--- src/hdl/indexed_insert_remove_list_top_macros.svh ---
// ---------------------------------------------------------------------------
// Assertion macros for the indexed insert/remove list
// Shared property forms, clocked on clk and disabled while rst_n is low.
// ---------------------------------------------------------------------------
`ifndef INDEXED_INSERT_REMOVE_LIST_TOP_MACROS_SVH
`define INDEXED_INSERT_REMOVE_LIST_TOP_MACROS_SVH

// Consequent must hold in the same cycle as the antecedent.
`define IIRL_ASSERT_NOW(lbl, ante, cons, msg) \
  lbl: assert property (@(posedge clk) disable iff (!rst_n) (ante) |-> (cons)) \
    else $error(msg);

// Consequent must hold in the cycle after the antecedent.
`define IIRL_ASSERT_NEXT(lbl, ante, cons, msg) \
  lbl: assert property (@(posedge clk) disable iff (!rst_n) (ante) |=> (cons)) \
    else $error(msg);

`endif

--- src/hdl/iirl_pkg.sv ---
// ---------------------------------------------------------------------------
// Indexed insert/remove list package
// Command, status and cell operation codes, and the stage records.
// ---------------------------------------------------------------------------
package iirl_pkg;

  localparam int unsigned DATA_W  = 32;
  localparam int unsigned POS_W   = 6;
  localparam int unsigned COUNT_W = 7;

  typedef enum logic [2:0] {
    CMD_APPEND     = 3'd0,
    CMD_INSERT     = 3'd1,
    CMD_REMOVE_END = 3'd2,
    CMD_REMOVE_AT  = 3'd3,
    CMD_READ       = 3'd4,
    CMD_WRITE      = 3'd5,
    CMD_CLEAR      = 3'd6
  } iirl_cmd_t;

  typedef enum logic [1:0] {
    ST_OK        = 2'd0,
    ST_BAD_INDEX = 2'd1,
    ST_FULL      = 2'd2,
    ST_EMPTY     = 2'd3
  } iirl_status_t;

  // What the row of cells does for one decided item.
  typedef enum logic [1:0] {
    OP_NOP   = 2'd0,
    OP_WRITE = 2'd1,
    OP_INS   = 2'd2,
    OP_DEL   = 2'd3
  } op_kind_t;

  typedef struct packed {
    op_kind_t                  kind;
    logic signed [DATA_W-1:0]  value;
  } cell_op_t;

  // Decided command, held between the control and the read stages.
  typedef struct packed {
    op_kind_t                  kind;
    logic signed [DATA_W-1:0]  value;
    logic                      rd_hit;
    logic [POS_W-1:0]          rd_pos;
    logic [COUNT_W-1:0]        count;
    iirl_status_t              status;
  } stage_t;

endpackage

--- src/hdl/iirl_cell.sv ---
// ---------------------------------------------------------------------------
// List cell
// Holds one entry; overwrites, takes its left neighbour on insert or its
// right neighbour on remove, as the shared operation says.
// ---------------------------------------------------------------------------
module iirl_cell
  import iirl_pkg::*;
#(
  parameter int unsigned IDX_W = 6,
  parameter int unsigned IDX   = 0
) (
  input  logic                     clk,
  input  cell_op_t                 op,
  input  logic [IDX_W-1:0]         op_idx,
  input  logic signed [DATA_W-1:0] left_q,
  input  logic signed [DATA_W-1:0] right_q,
  output logic signed [DATA_W-1:0] data_q
);

  localparam logic [IDX_W-1:0] MY_IDX = IDX_W'(IDX);

  logic signed [DATA_W-1:0] data_r;
  logic signed [DATA_W-1:0] data_nxt;

  always_comb begin
    data_nxt = data_r;
    case (op.kind)
      OP_WRITE: begin
        if (MY_IDX == op_idx) data_nxt = op.value;
      end
      OP_INS: begin
        if (MY_IDX == op_idx) begin
          data_nxt = op.value;
        end else if (MY_IDX > op_idx) begin
          data_nxt = left_q;
        end
      end
      OP_DEL: begin
        if (MY_IDX >= op_idx) data_nxt = right_q;
      end
      default: begin
        data_nxt = data_r;
      end
    endcase
  end

  always_ff @(posedge clk) begin
    data_r <= data_nxt;
  end

  assign data_q = data_r;

endmodule

--- config.mk ---
export PLATFORM = sky130hd
export DESIGN_NAME = iirl_cell
export DESIGN_NICKNAME = d
export VERILOG_FILES = /design/src/hdl/indexed_insert_remove_list_top_macros.svh /design/src/hdl/iirl_pkg.sv /design/src/hdl/iirl_cell.sv
export SDC_FILE = /design/constraint.sdc
export NUM_CORES = 1
export LEC_CHECK = 0
export BUFFER_PORTS_ARGS = -buffer_cell sky130_fd_sc_hd__buf_2
export CELL_PAD_IN_SITES_DETAIL_PLACEMENT = 1
export CELL_PAD_IN_SITES_GLOBAL_PLACEMENT = 1
export CORE_ASPECT_RATIO = 0.75
export CORE_MARGIN = 2
export CORE_UTILIZATION = 33
export CTS_BUF_LIST = sky130_fd_sc_hd__clkbuf_4 sky130_fd_sc_hd__clkbuf_8
export CTS_CLUSTER_DIAMETER = 120
export DETAILED_ROUTE_END_ITERATION = 10
export HOLD_SLACK_MARGIN = 0.08
export PLACE_DENSITY_LB_ADDON = 0.1
export SYNTH_ARGS = -nofsm -noshare
export SYNTH_HDL_FRONTEND = slang
export SYNTH_SLANG_ARGS = --single-unit
export TNS_END_PERCENT = 10
--- constraint.sdc ---
create_clock -name clk -period 2.3 [get_ports clk]
set_input_delay 0.115 -clock clk [delete_from_list [all_inputs] [get_ports clk]]
set_output_delay 0.115 -clock clk [all_outputs]
set_load 0.005 [all_outputs]
# --- After elaboration in Yosys (flattened, before gate mapping) ---
# Index checks and enable logic that the tools add are counted.
totals:
  output_inout_bits: 32
  mem_bits_ro: 0
  ff_bits: 32
  n_memories: 0
  latchBits: 0
  mem_bits_rw: 0
  elab_cells: 17
op_classes:
  add_sub_neg: 0
  n_mul: 0
  shift: 0
  div_mod_pow: 0
  bitwise: 0
  n_mux: 5
  eq_ne: 6
  n_reduce_logical: 3
  magnitude_cmp: 2
op_table:
  columns: ["cell", "n"]
  rows:
  - ["32-bit two-way mux", 4]
  - ["32-bit one-hot mux with 3 select lines", 1]
  - ["1-bit by 6-bit >= comparator with 1-bit output, first input constant", 1]
  - ["1-bit by 6-bit > comparator with 1-bit output, first input constant", 1]
  - ["6-bit zero test", 1]
  - ["2-bit == test, second input constant", 2]
  - ["2-bit inequality test, second input constant", 2]
  - ["4-bit AND reduction", 1]
  - ["3-bit inequality test, second input constant", 1]
  - ["3-bit nonzero test", 1]
  - ["2-bit by 1-bit == test with 1-bit output, second input constant", 1]

# --- Logic depth before layout (Yosys ltp) ---
# Gate-level depths: netlist (run 1).
logic_depth:
  depth_word: 4
  depth_mapped: 5
  depth_no_buf: 3

# --- Worst setup path before layout (run 1) ---
# Ideal clock, no wire load.
synth_path:
  path_kind: "input -> register"
  from: "in op[33] (netlist bit)"
  to: "reg data_r[0] (netlist: data_q[0]) (enable)"
  t_arrival_ns: 1.519
  n_path_buf: 2
  setup_time_ns: 0.387
  setup_slack_ns: 0.395
  cell_stages: 3
  cell_sequence: "buf_2 > buf_1 > o211a_1"
synth_between:
  elab_chain_len: 3
  word_cells_on_any_way: 8
  classes_between: "eq/ne: 6; reduce/logical: 2"
synth_rtl:
  columns: ["element", "line_no", "rtl"]
  rows:
  - ["start, declared", "iirl_cell.sv:13", "input cell_op_t op,"]
  - ["2-bit == test / 2-bit by 1-bit == test with 1-bit output (equally long branches)", "iirl_cell.sv:27", "case (op.kind)"]
  - ["3-bit inequality test (no source line) (tied with other cells)", null, null]
  - ["4-bit AND reduction (no source line) (*)", null, null]
  - ["end signal, assigned", "iirl_cell.sv:48", "data_r <= data_nxt;"]
  - ["end, declared", "iirl_cell.sv:22", "logic signed [DATA_W-1:0] data_r;"]
# Every way passes the cells marked *; elsewhere a longest branch is shown, timed or not.
# A chain may end at the register's enable or synchronous reset.

# --- Worst setup path after layout (run 1) ---
layout_path:
  from: "in op[33] (netlist bit)"
  to: "reg data_r[15] (netlist: data_q[15]) (data pin)"
layout_between:
  elab_chain_len: 2
  word_cells_on_any_way: 4
  classes_between: "eq/ne: 3; mux: 1"
layout_rtl:
  columns: ["element", "line_no", "rtl"]
  rows:
  - ["2-bit == test / 2-bit by 1-bit == test with 1-bit output (equally long branches)", "iirl_cell.sv:27", null]
  - ["32-bit one-hot mux with 3 select lines (*)", "iirl_cell.sv:27", null]
  - ["net data_nxt[15]", "iirl_cell.sv:23", "logic signed [DATA_W-1:0] data_nxt;"]
# Mark *: on every way through the listed nets, which the timed path passes. The rest lies on a longest branch.

==> results of run 1 <==
## worst paths after layout
path	endpoint	slack, ns	cells past startpoint
worst max-delay path	data_q[15]	0.88	4
worst min-delay path	data_q[22]	0.20	3
## layer usage
layer / GRT usage / up-vias / routed length [um]
met4: 0.0466 / 0 / 81
met5: 0 / - / 0
met1: 0.254 / 1018 / 3360
met3: 0.0367 / 8 / 390
li1: - / 1008 / -
met2: 0.324 / 76 / 3500
## through the flow
step | cells | util
finish | 404 | 0.456
global route | 404 | 0.456
CTS | 404 | 0.456
detailed placement | 396 | 0.443
global placement | 396 | 0.443
floorplan | 189 | -
## kinds of logic (layout without fill, tap and decap cells)
kind of cell / after synthesis / after routing / share of synthesized area
and+or+nand+nor: 35 / 35 / 0.0996
buffers and inverters: 56 / 187 / 0.130
DFF: 32 / 32 / 0.416
AOI/OAI and AO/OA: 66 / 66 / 0.355
## report_power, final
| group | leakage [nW] | switching (W) | internal (W) | total, W |
|---|---|---|---|---|
| sequential | 0.300 | 0.00000154 | 0.000655 | 0.000656 |
| combinational | 0.976 | 0.000161 | 0.000154 | 0.000315 |
| clock | 0.0467 | 0.000206 | 0.000234 | 0.000441 |
## synthesized netlist by cell type (all sizes together)
| library cell | n |
|---|---|
| nor2 | 1 |
| clkbuf | 9 |
| o211a | 1 |
| nor2b | 32 |
| a221oi | 32 |
| edfxtp | 32 |
| buf | 14 |
| nor3 | 1 |
| a2111oi | 32 |
| nor4 | 1 |
| inv | 33 |
| a21o | 1 |
## cell type report
| type | count | area (um2) | area share |
|---|---|---|---|
| repair buffers | 146 | 768 | 0.248 |
| inverters | 33 | 124 | 0.0400 |
| flip-flops and latches | 32 | 961 | 0.310 |
| multi-input cells | 101 | 1050 | 0.340 |
| clock inverters | 1 | 3.75 | 0.00121 |
| well taps | 84 | 105 | 0.0339 |
| clock buffers | 7 | 83.8 | 0.0271 |
==> out/qor.yml, run 1 <==
path_cells: "buf_2 -> inv_1 -> a21o_4 -> a221oi_1"
fp.dieArea_um2: 7700
cts-root-buf: "clkbuf_8"
worst_slack_ns: 0.884
fin_crit_sh: 0.616
fin_area_um2: 3100
layout_commonest_cell: "buf_2"
dp_slack_ns: 0.556
finalNetCount: 424
hp-class: "in2reg"
overflow: 0
routabilityCongestion: 0.727
setup_violations: 0
ys_warn_count: 0
largest_register_ff_count: 32
syn_nets: 294
via_per_inst: 5.22
rows: 26
ant_nets: 0
maxCapViolCount: 0
cp_max_fo: 32
drtIter0Drc: 48
areaGrowthSynthToFinish_pct: 34.1
yosysTopAreaCell: "edfxtp_1"
diodes: 0
slowest_stage: "a21o_4"
syn_area_um2: 2310
cts_buffer_depth: 2
setup.worst_path.end_class: "flip-flop"
min_period_ns: 1.42
vias: 2110
status: "finished clean"
cts_resized: 0
rsz0062_at_grt: "false"
startpoint: "op[33]"
cts_made_buffers: 5
grt_first_pass_wirelength_mm: 11.5
whs_ns: 0.196
tightestPinTransition_ns: 0.707
synth_cell_types: 21
holdBufCountCts: 0
die_width_um: 101
grt_start_max_net_pins: 38
grtUsageTotal: 0.193
cp_data_arrival_time_ns: 1.42
cpPeakStageDelay_ns: 0.53
post-dp-hpwl_mm: 5.32
relSlewSlack: 0.516
wl_per_cell_um: 18.1
ys_seq_elements: 32
core-area_um2: 6800
filler_cell_count: 782
critPathKind: "in2reg"
finalMaxSlewViolations: 0
drive_gt1_frac: 0.588
grt_pass1_vias: 2275
die_y_um: 76.5
start_kind: "input port"
worst_ep_required_time_ns: 2.30
fmax_mhz: 706
initial_core_util: 0.340
post_cts_buffers: 0
cp_num_buf_inv: 2
setup_tns_ns: 0
cp_top_family: "compound AO/OA/AOI/OAI gates"
p_per_area_nw_per_um2: 456
clk_pin_slew_ns: 0.07
finalWirelength_mm: 7.33
synth_seq_area_share: 0.416
cts_max_level: 2
syn_avg_cell_area_um2: 12.2
final_cell_mix: "136 x buf_2, 33 x inv_1, 32 x nor2b_1, 32 x edfxtp_1, 30 x a221oi_2"
dpl_cell_area_um2: 3010
cts_tree: "built"
p_leak_nw: 1.32
port_buffers: 136
top_level_ports: 137
yosys-top-cells-area: "edfxtp_1 42%, a221oi_2 19%, a2111oi_1 12%"
antenna_found_initial: 0
ir_drop_mv: 0.248
hold_start: "op[22]"
p_total_w: 0.00141
hold_viol: 0
dr.pass1.iters: 4
drc: 0
cts_sinks: 32
synth.top_cell.area_share: 0.416
syn_inst: 189
Note: power is estimated with default switching activity, not from simulation.
==> inputs of run 2 (changes only) <==
Settings changed: CORE_UTILIZATION 33 to 30.
Clock period 2.3 ns to 1.25 ns, I/O delays scaled along.
==> run 2 against run 1 <==
  * Clock-buffer cell count is 2 lower
  * Non-clock buffer count rose by 10
  * Critical path type unchanged
  * Combinational power rose by 100%
  * Power is 83% higher
  * Wire length rose by 1.3%
  * Hold slack got worse by 0.048 ns
  * Sequential cell count did not move
==> out/qor.yml, run 2 (same netlist as run 1, synthesis figures left out) <==
status: "finished clean"
cp_max_fo: 16
whs_path_depth: 3
largest_register_ff_count: 32
p_per_area_nw_per_um2: 779
post_cts_buffers: 0
cts_max_level: 2
grtUsageTotal: 0.175
cts-root-buf: "clkbuf_8"
post-dp-hpwl_mm: 5.74
start_kind: "input port"
rsz0062_at_grt: "false"
whs_ns: 0.149
routabilityCongestion: 0.738
wl_per_cell_um: 17.2
critPathKind: "in2reg"
fin_crit_sh: 0.911
drtIter0Drc: 56
layout_commonest_cell: "buf_2"
hp-class: "in2reg"
setup.worst_path.end_class: "flip-flop"
via_per_inst: 4.88
holdBufCountCts: 0
tightestPinTransition_ns: 0.492
drive_gt1_frac: 0.599
areaGrowthSynthToFinish_pct: 43.6
final_cell_mix: "136 x buf_2, 33 x inv_1, 32 x nor2b_1, 32 x edfxtp_1, 30 x a221oi_2"
clk_pin_slew_ns: 0.07
p_total_w: 0.00259
dpl_cell_area_um2: 3240
grt_start_max_net_pins: 48
finalMaxSlewViolations: 0
core-area_um2: 7400
cts_buffer_depth: 2
port_buffers: 136
rows: 27
fp.dieArea_um2: 8430
die_y_um: 80.0
worst_ep_required_time_ns: 1.23
vias: 2104
cts_sinks: 32
min_period_ns: 1.14
dr.pass1.iters: 4
final_cell_count_no_fill: 431
initial_core_util: 0.312
overflow: 0
antenna_found_initial: 1
min_to: "data_q[2]"
cp_data_arrival_time_ns: 1.12
relSlewSlack: 0.671
finalNetCount: 434
drc: 0
cts_tree: "built"
fin_util: 0.449
hold_start: "op[2]"
ant_nets: 0
cts_made_buffers: 5
p_leak_nw: 1.40
hold_viol: 0
grt_pass1_vias: 2234
fmax_mhz: 878
place_inst: 423
maxCapViolCount: 0
top_level_ports: 137
cts_resized: 0
filler_cell_count: 830
ir_drop_mv: 0.313
finalWirelength_mm: 7.42
setup_violations: 0
grt_first_pass_wirelength_mm: 11.5
fin_area_um2: 3320
die_width_um: 105
run 2: cell types whose count changed in the layout (fill, tap and decap cells not counted), sizes merged:
cell / previous run / this run
buf: 146 / 156
clkbuf: 7 / 5
clkinv: 1 / 2
diode: 0 / 1
run 2: where the power goes:
part	switching [W]	total [W]	internal, W
Clock	0.000367	0.000734	0.000367
Combinational	0.000309	0.000644	0.000335
Sequential	0.00000262	0.00121	0.00120
Total	0.000679	0.00259	0.00191
run 2: critical path, cell delays in order:
cell	delay [ns]
buf_2	0.11
nor4_4	0.24
buf_4	0.23
buf_4	0.13
o211a_4	0.17
buf_12	0.16
run 2: worst max path at each step:
stage / from / end / cells after the start
global route: op_idx[0] / data_q[20] / 6
finish: op_idx[0] / data_q[20] / 6
CTS: op_idx[0] / data_q[21] / 6
global placement: op_idx[0] / data_q[5] / 6
floorplan: op_idx[0] / data_q[0] / 3
detailed placement: op_idx[0] / data_q[21] / 6
run 2: layout make-up:
| type | instances | area [um2] | area share |
|---|---|---|---|
| well taps | 101 | 126 | 0.0381 |
| repair buffers | 156 | 968 | 0.292 |
| flip-flops and latches | 32 | 961 | 0.290 |
| diodes | 1 | 2.50 | 0.000754 |
| clock inverters | 2 | 7.51 | 0.00226 |
| inverters | 33 | 124 | 0.0373 |
| multi-input cells | 101 | 1060 | 0.319 |
| clock buffers | 5 | 68.8 | 0.0207 |
run 2: metrics by stage:
step           setup WS, ns  setup TNS (ns)
2_1_floorplan        -0.152           -4.85
3_5_place_dp         -0.191           -9.97
3_3_place_gp         -0.170           -8.64
4_1_cts               0.110               0
5_1_grt              0.0400               0
6_report              0.111               0
run 2: routing by layer:
metal / share of wire / track usage / up-vias
li1: - / - / 1033
met1: 0.47 / 0.234 / 974
met2: 0.44 / 0.272 / 93
met3: 0.083 / 0.0604 / 4
met4: 0.0055 / 0.0373 / 0
met5: 0 / 0 / -
