### config.mk
export PLATFORM = sky130hd
export DESIGN_NAME = iirl_ctrl
export DESIGN_NICKNAME = d
export VERILOG_FILES = /design/src/hdl/iirl_pkg.sv /design/src/hdl/iirl_ctrl.sv
export VERILOG_INCLUDE_DIRS = /design/src /design/src/hdl
export SDC_FILE = /design/constraint.sdc
export NUM_CORES = 1
export LEC_CHECK = 0
export ABC_AREA = 1
export CAP_MARGIN = 20
export CORE_MARGIN = 2
export CORE_UTILIZATION = 40
export CTS_BUF_LIST = sky130_fd_sc_hd__clkbuf_8
export DETAILED_ROUTE_END_ITERATION = 7
export DONT_BUFFER_PORTS = 1
export PLACE_DENSITY = 0.58
export SYNTH_ARGS = -nofsm -noshare
export SYNTH_HDL_FRONTEND = slang
export SYNTH_SLANG_ARGS = --single-unit
### constraint.sdc
create_clock -name clk -period 4.6 [get_ports clk]
set_input_delay 0.92 -clock clk [delete_from_list [all_inputs] [get_ports clk]]
set_output_delay 0.92 -clock clk [all_outputs]
set_load 0.005 [all_outputs]
### src/hdl/indexed_insert_remove_list_top_macros.svh
// ---------------------------------------------------------------------------
// Assertion macros for the indexed insert/remove list
// Shared property forms, clocked on clk and disabled while rst_n is low.
// ---------------------------------------------------------------------------
`ifndef INDEXED_INSERT_REMOVE_LIST_TOP_MACROS_SVH
`define INDEXED_INSERT_REMOVE_LIST_TOP_MACROS_SVH

// Consequent must hold in the same cycle as the antecedent.
`define IIRL_ASSERT_NOW(lbl, ante, cons, msg) \
  lbl: assert property (@(posedge clk) disable iff (!rst_n) (ante) |-> (cons)) \
    else $error(msg);

// Consequent must hold in the cycle after the antecedent.
`define IIRL_ASSERT_NEXT(lbl, ante, cons, msg) \
  lbl: assert property (@(posedge clk) disable iff (!rst_n) (ante) |=> (cons)) \
    else $error(msg);

`endif

### src/hdl/iirl_pkg.sv
// ---------------------------------------------------------------------------
// Indexed insert/remove list package
// Command, status and cell operation codes, and the stage records.
// ---------------------------------------------------------------------------
package iirl_pkg;

  localparam int unsigned DATA_W  = 32;
  localparam int unsigned POS_W   = 6;
  localparam int unsigned COUNT_W = 7;

  typedef enum logic [2:0] {
    CMD_APPEND     = 3'd0,
    CMD_INSERT     = 3'd1,
    CMD_REMOVE_END = 3'd2,
    CMD_REMOVE_AT  = 3'd3,
    CMD_READ       = 3'd4,
    CMD_WRITE      = 3'd5,
    CMD_CLEAR      = 3'd6
  } iirl_cmd_t;

  typedef enum logic [1:0] {
    ST_OK        = 2'd0,
    ST_BAD_INDEX = 2'd1,
    ST_FULL      = 2'd2,
    ST_EMPTY     = 2'd3
  } iirl_status_t;

  // What the row of cells does for one decided item.
  typedef enum logic [1:0] {
    OP_NOP   = 2'd0,
    OP_WRITE = 2'd1,
    OP_INS   = 2'd2,
    OP_DEL   = 2'd3
  } op_kind_t;

  typedef struct packed {
    op_kind_t                  kind;
    logic signed [DATA_W-1:0]  value;
  } cell_op_t;

  // Decided command, held between the control and the read stages.
  typedef struct packed {
    op_kind_t                  kind;
    logic signed [DATA_W-1:0]  value;
    logic                      rd_hit;
    logic [POS_W-1:0]          rd_pos;
    logic [COUNT_W-1:0]        count;
    iirl_status_t              status;
  } stage_t;

endpackage

### src/hdl/iirl_ctrl.sv
// ---------------------------------------------------------------------------
// List control
// Holds the entry count, checks each command against it and registers the
// decided operation for the cell row and the read stage.
// ---------------------------------------------------------------------------
`include "indexed_insert_remove_list_top_macros.svh"

module iirl_ctrl
  import iirl_pkg::*;
#(
  parameter int unsigned DEPTH = 64,
  parameter int unsigned IDX_W = 6
) (
  input  logic                     clk,
  input  logic                     rst_n,
  input  logic                     accept,
  input  logic                     adv,
  input  logic [2:0]               cmd,
  input  logic [POS_W-1:0]         position,
  input  logic signed [DATA_W-1:0] value,
  output logic                     s1_valid,
  output stage_t                   s1,
  output logic [IDX_W-1:0]         s1_idx
);

  localparam int unsigned CNT_W = $clog2(DEPTH + 1);
  localparam int unsigned CMP_W = (CNT_W > POS_W) ? CNT_W : POS_W;
  localparam int unsigned EXT_W = (CNT_W > COUNT_W) ? CNT_W : COUNT_W;

  logic [CNT_W-1:0] count_r;
  logic [CNT_W-1:0] count_nxt;
  logic             s1_valid_r;
  stage_t           s1_r;
  logic [IDX_W-1:0] s1_idx_r;

  op_kind_t         kind_nxt;
  iirl_status_t     st_nxt;
  logic             rd_hit_nxt;
  logic [IDX_W-1:0] idx_nxt;
  logic [CMP_W-1:0] pos_x;
  logic [CMP_W-1:0] cnt_x;
  logic [EXT_W-1:0] cnt_ext;
  logic             empty;
  logic             full;
  logic             pos_bad;

  assign pos_x   = CMP_W'(position);
  assign cnt_x   = CMP_W'(count_r);
  assign empty   = (count_r == '0);
  assign full    = (count_r >= CNT_W'(DEPTH));
  assign pos_bad = (pos_x >= cnt_x);
  assign cnt_ext = EXT_W'(count_nxt);

  always_comb begin
    kind_nxt   = OP_NOP;
    st_nxt     = ST_OK;
    rd_hit_nxt = 1'b0;
    idx_nxt    = pos_x[IDX_W-1:0];
    count_nxt  = count_r;
    case (iirl_cmd_t'(cmd))
      CMD_APPEND: begin
        if (full) begin
          st_nxt = ST_FULL;
        end else begin
          kind_nxt  = OP_WRITE;
          idx_nxt   = count_r[IDX_W-1:0];
          count_nxt = count_r + 1'b1;
        end
      end
      CMD_INSERT: begin
        // An empty list takes the value as its first entry at any position.
        if (empty) begin
          kind_nxt  = OP_WRITE;
          idx_nxt   = '0;
          count_nxt = CNT_W'(1);
        end else if (pos_x > cnt_x) begin
          st_nxt = ST_BAD_INDEX;
        end else if (full) begin
          st_nxt = ST_FULL;
        end else begin
          kind_nxt  = OP_INS;
          count_nxt = count_r + 1'b1;
        end
      end
      CMD_REMOVE_END: begin
        if (empty) begin
          st_nxt = ST_EMPTY;
        end else begin
          count_nxt = count_r - 1'b1;
        end
      end
      CMD_REMOVE_AT: begin
        if (empty) begin
          st_nxt = ST_EMPTY;
        end else if (pos_bad) begin
          st_nxt = ST_BAD_INDEX;
        end else begin
          kind_nxt  = OP_DEL;
          count_nxt = count_r - 1'b1;
        end
      end
      CMD_READ: begin
        if (empty) begin
          st_nxt = ST_EMPTY;
        end else if (pos_bad) begin
          st_nxt = ST_BAD_INDEX;
        end else begin
          rd_hit_nxt = 1'b1;
        end
      end
      CMD_WRITE: begin
        if (empty) begin
          st_nxt = ST_EMPTY;
        end else if (pos_bad) begin
          st_nxt = ST_BAD_INDEX;
        end else begin
          kind_nxt = OP_WRITE;
        end
      end
      CMD_CLEAR: begin
        count_nxt = '0;
      end
      default: begin
        kind_nxt = OP_NOP;
      end
    endcase
  end

  always_ff @(posedge clk) begin
    if (!rst_n) begin
      count_r    <= '0;
      s1_valid_r <= 1'b0;
    end else begin
      if (accept) count_r <= count_nxt;
      if (adv) s1_valid_r <= accept;
    end
  end

  always_ff @(posedge clk) begin
    if (accept) begin
      s1_r.kind   <= kind_nxt;
      s1_r.value  <= value;
      s1_r.rd_hit <= rd_hit_nxt;
      s1_r.rd_pos <= position;
      s1_r.count  <= cnt_ext[COUNT_W-1:0];
      s1_r.status <= st_nxt;
      s1_idx_r    <= idx_nxt;
    end
  end

  assign s1_valid = s1_valid_r;
  assign s1       = s1_r;
  assign s1_idx   = s1_idx_r;

  `IIRL_ASSERT_NOW(a_count_bound, 1'b1, count_r <= CNT_W'(DEPTH), "count above depth")
  `IIRL_ASSERT_NEXT(a_clear_empties, accept && (cmd == CMD_CLEAR), count_r == '0, "clear left entries")
  `IIRL_ASSERT_NEXT(a_fail_holds, accept && (st_nxt != ST_OK), count_r == $past(count_r), "failed command changed count")
  `IIRL_ASSERT_NEXT(a_ins_grows, accept && (kind_nxt == OP_INS), count_r == $past(count_r) + 1'b1, "insert did not grow list")
  `IIRL_ASSERT_NOW(a_read_clean, s1_valid_r && s1_r.rd_hit, (s1_r.status == ST_OK) && (s1_r.kind == OP_NOP), "read hit with bad status or cell op")

endmodule
* Word-level counts from Yosys, hierarchy flattened
Index checks and enable logic that the tools add are counted. Widths: inputs -> output; s select.
Cells by class: muxes and demuxes 27, reduce and logical (&&, ||, !) cells 4, bitwise logic cells 1, $add $sub $neg 2, equality and inequality tests 6, $lt $le $gt $ge 3
Operator list (count):
- $mux 7 | 6
- $pmux 7 s5 | 1
- $mux 2 | 10
- $pmux 2 s4 | 2
- $mux 6 | 2
- $pmux 6 s2 | 1
- $eq 3x3->1 const B | 3
- $add 7x1->7 const B | 1
- $ge 6x7->1 | 1
- $ge 7x7->1 const B | 1
- $gt 6x7->1 | 1
- $logic_not 7->1 | 1
- $sub 7x1->7 const B | 1
- $eq 3x2->1 const B | 2
- $mux 1 | 5
- $eq 3x1->1 const B | 1
- $logic_not 3->1 | 1
- $reduce_or 3->1 | 1
- $reduce_or 2->1 | 1
- $not 1->1 | 1
Word-level totals: word-level logic and storage cells 52, output and inout bits 57, register bits 64

* Logic depth before layout (Yosys ltp)
depth after elaboration 5, mapped depth 15, gate-level depth less buffers 15

* Least setup slack after synthesis
OpenSTA, ideal clock, no wires.
path kind input -> register, start point input port position[5], end point register s1_r (netlist bit s1[4]), data pin, setup time 0.250 ns, buffers on the path 0, setup slack 2.186 ns, stages on the path 12, arrival 2.163 ns, cells stage by stage ha_1 inv_1 nor3_4 nand2_2 nand2_4 nand2_4 nand3_2 nand2_1 a21oi_1 nand2_1 nand2_2 inv_1
On the way: word-level cells in the longest chain between the ends 4, elaborated cells between the ends (all ways) 7, those cells by class order compare: 2; mux: 5
RTL lines:
- start, declared | line iirl_ctrl.sv:19 | input logic [POS_W-1:0] position,
- $ge 6x7->1 / $gt 6x7->1 (equally long branches) | line iirl_ctrl.sv:51, iirl_ctrl.sv:76
- $mux 7, on equally long branches | line iirl_ctrl.sv:95, iirl_ctrl.sv:76
- $mux 7, on equally long branches | line iirl_ctrl.sv:93, iirl_ctrl.sv:72
- $pmux 7 s5 * | line iirl_ctrl.sv:60 | case (iirl_cmd_t'(cmd))
- net cnt_ext[2] | line iirl_ctrl.sv:42 | logic [EXT_W-1:0] cnt_ext;
- end, declared | line iirl_ctrl.sv:33 | stage_t s1_r;
Mark *: on every way through the listed nets, which the timed path passes. The rest lies on a longest branch. A chain may end at the register's enable or synchronous reset.

* Worst setup path in the final report
start point register count_r[3], in the netlist cnt_x[3], end point register s1_r (netlist bit s1[4]), data pin
On the way: word-level cells in the longest chain between the ends 5, elaborated cells between the ends (all ways) 11, those cells by class order compare: 3; mux: 7; reduce/logical: 1
RTL lines:
- start, declared | line iirl_ctrl.sv:30 | logic [CNT_W-1:0] count_r;
- start signal, assigned | line iirl_ctrl.sv:134 | if (accept) count_r <= count_nxt;
- $ge 7x7->1 | line iirl_ctrl.sv:50 | assign full = (count_r >= CNT_W'(DEPTH));
- $mux 7 | line iirl_ctrl.sv:62, iirl_ctrl.sv:78
- $mux 7 | line iirl_ctrl.sv:76 | end else if (pos_x > cnt_x) begin
- $mux 7 | line iirl_ctrl.sv:72 | if (empty) begin
- $pmux 7 s5 * | line iirl_ctrl.sv:60
- net cnt_ext[2] | line iirl_ctrl.sv:42
Marked as above.

==> Flow_metrics.wiki <==
{| class="wikitable"
! Metric !! Value
|-
| Number of optimization iterations in the first detailed-route pass || 4
|-
| Area contributors post-synth || edfxtp_1 54%, nand2_1 6.7%, dfxtp_1 5.1%
|-
| Instance count along the most critical hold path || 2
|-
| Minimum clock period after layout || 2.34 ns
|-
| Total of warnings raised by yosys || 0
|-
| Upper clock frequency limit || 0.428 GHz
|-
| First-pass GRT wire length || ~11000 um
|-
| Unrepaired setup endpoints after global routing || no
|-
| Crit path capture type || register
|-
| Post-synth EDFFs || 56
|-
| Hold violation count in the final report || 0
|-
| Share of synthesized registers carrying an async set or reset || 0
|-
| Die extent in y || roughly 90 um
|-
| Max Root-Sink Buffers || 2
|-
| Clock input transition at the sequential cells of the worst setup and hold paths || 0.07 ns
|-
| Number of antenna violations at the first check in global routing || 0
|-
| Yosys top cell by area || edfxtp_1
|-
| PwrDens || 414 nW/um^2
|-
| Post-synthesis area per instance || 10.6 um^2
|-
| Relative slew margins || 0.628
|-
| Number of nets in the finished design || 354
|-
| Max Cap Viol || 0
|-
| Die W || roughly 93 um
|-
| Drc violations || 0
|-
| Total Routed Length || 6950 um
|-
| Routability congestion estimate from global placement || 0.858
|-
| Syn_nets || 348
|-
| Number of DRC markers in iteration 0 || 156
|-
| Layout cell share with drive strength beyond 1 || 0.186
|-
| Worst min-delay path class || reg -> reg
|-
| Total Negative Setup Slacks || 0 ns
|-
| Critical path class || reg -> reg
|-
| Run status || finished, final reports clean
|-
| Proportion of synthesized chip area in sequential cells || 0.586
|-
| Sink Count || 64
|-
| Routed length per placed instance || 17.0 um
|-
| Worst Setup Start Kind || register
|-
| Cell Area, Synth || around 3100 um^2
|-
| Number of antenna repair diodes || 0
|-
| Number of library cell types mapped by synthesis || 40
|-
| Leading register cell type out of synthesis || edfxtp_1
|-
| Worst EP arrival || 2.43 ns
|-
| Least-Margin Pin Slew || 0.557 ns
|-
| Via count of the first global-routing pass || between 1500 and 2000
|-
| Endpoint required time on the critical path || 4.70 ns
|-
| Clock tree from TritonCTS || done
|-
| GRT Residual Overflow || 0
|-
| Clock latency at the later pin of the worst-skew pair || about 0.33 ns
|-
| FP Rows || 32
|-
| Maximum VDD drop || 0.000124 V
|-
| Reg2reg path depth || 13
|-
| Remaining antenna violation count after routing || 0
|-
| Number of buffers inserted to repair setup after CTS || 0
|-
| Instance count of the mapped netlist || 295
|-
| Max-slew violations || 0
|-
| Leak pwr || 1.40 nW
|-
| Setup-violating endpoint count in the final report || 0
|-
| Die area || 8580 um^2
|-
| Final HPWL from detailed placement || 5110 um
|-
| Overall routing resource usage || 0.163
|-
| Proportion of netlist area held by the largest area contributor || 0.535
|-
| I/O pin total || 102
|-
| Area overhead of the layout relative to synthesis || 9.84%
|-
| Final cycle utilization of the critical path || 0.508
|-
| Fin Hold WS || 0.563 ns
|-
| Number of H-tree levels || 3
|-
| Root Buffer Master || clkbuf_8
|-
| Number of flip-flops and latches in the synthesized netlist || 64
|-
| Inserted Clock Buffers || 9
|-
| Most common library cells after synthesis || 56 x edfxtp_1, 56 x nand2_1, 29 x inv_1
|-
| Worst Clk Skew || ~0.0088 ns
|-
| Resize count post-CTS || 0
|-
| Peak fanout along the critical path || 8
|-
| Total of buffers placed on input and output ports || 0
|-
| Effective utilization at floorplan || 0.411
|-
| Placeable core region || 7650 um^2
|-
| Maximum number of pins on one net before global-route repair || 66
|-
| Via count || 2110
|-
| DR vias/cell || 5.17
|-
| Post-CTS Hold Fix Bufs || 0
|}
layer usage:
metal  global-route usage  wire, um
met1                0.208      3020
met2                0.257      3150
met3               0.0594       674
met4               0.0535       104
met5                    0         0
stage by stage:
stage                util  power [mW]  worst slack (ns)  cells  area, um^2
finish              0.451        1.43              2.26    408        3450
global route        0.451        1.49              2.07    408        3450
CTS                 0.451        1.45              2.25    408        3450
detailed placement  0.422       0.910              2.01    392        3230
global placement    0.422       0.909              2.02    392        3230
floorplan               -       0.869              2.19    295        3140
layout make-up:
| type | count | area (um^2) |
|---|---|---|
| fill | 709 | 4200 |
| sequential | 64 | 1840 |
| multi-input combinational | 186 | 1100 |
| inverter | 40 | 156 |
| clock buffer | 10 | 138 |
| tap | 102 | 128 |
| clock inverter | 6 | 83.8 |
worst max-delay path, stage by stage (launching register included):
cell and delay, ns:
dfxtp_1 0.54, inv_2 0.15, ha_1 0.30, nand2_1 0.08, nor3_4 0.19, nand2_2 0.14, nand2_4 0.11, nand2_4 0.10
nand3_2 0.09, nand2_1 0.09, a21oi_1 0.13, nand2_1 0.07, nand2_2 0.07, inv_1 0.04
power by group:
group / switching, mW / internal (mW) / leakage (nW) / total (mW)
logic: 0.117 / 0.0576 / 0.673 / 0.174
clock network: 0.216 / 0.317 / 0.110 / 0.533
registers: 0.0331 / 0.688 / 0.620 / 0.721
cells by family after synthesis:
family                   count (synthesis)  share of synthesized area
flip-flops                              64                      0.586
AO/OA/AOI/OAI                           47                     0.0873
adder cells (fa/ha/maj)                  8                     0.0319
XOR/XNOR                                 5                     0.0139
buffers and inverters                   45                     0.0625
AND/OR/NAND/NOR                        126                      0.218
final timing paths:
path,start,to,slack [ns]
max,cnt_x[3],s1[4],2.26
min,s1_valid,s1_valid,0.56
max reg2reg,cnt_x[3],s1[4],2.26
min reg2reg,s1_valid,s1_valid,0.56
flip-flops by register name (all words and copies together) (netlist names):
register  count
cnt_x         7
s1           50
s1_idx        6
s1_valid      1
cells in the final DEF (no fill, tap or decap), types with 2 or more instances in the layout:
master,netlist,routed
o21ai_2,2,2
nor2_2,5,5
a21oi_2,2,2
inv_4,2,2
edfxtp_1,56,56
inv_2,8,8
nand2_1,56,56
nor3_4,2,2
clkinvlp_4,0,2
xor2_1,4,4
o21ai_1,8,8
nor4_1,2,2
clkinv_2,1,2
nand3_1,13,13
o21ai_0,17,17
inv_1,29,30
bufinv_16,0,2
nand2_2,6,6
nor2_4,2,2
clkbuf_8,0,10
nand4_1,8,8
ha_1,8,8
dfxtp_1,8,8
nand3_2,5,5
nor2_1,17,17
nand2_4,4,4
a21oi_1,12,12
(Power assumes the default switching activity.)
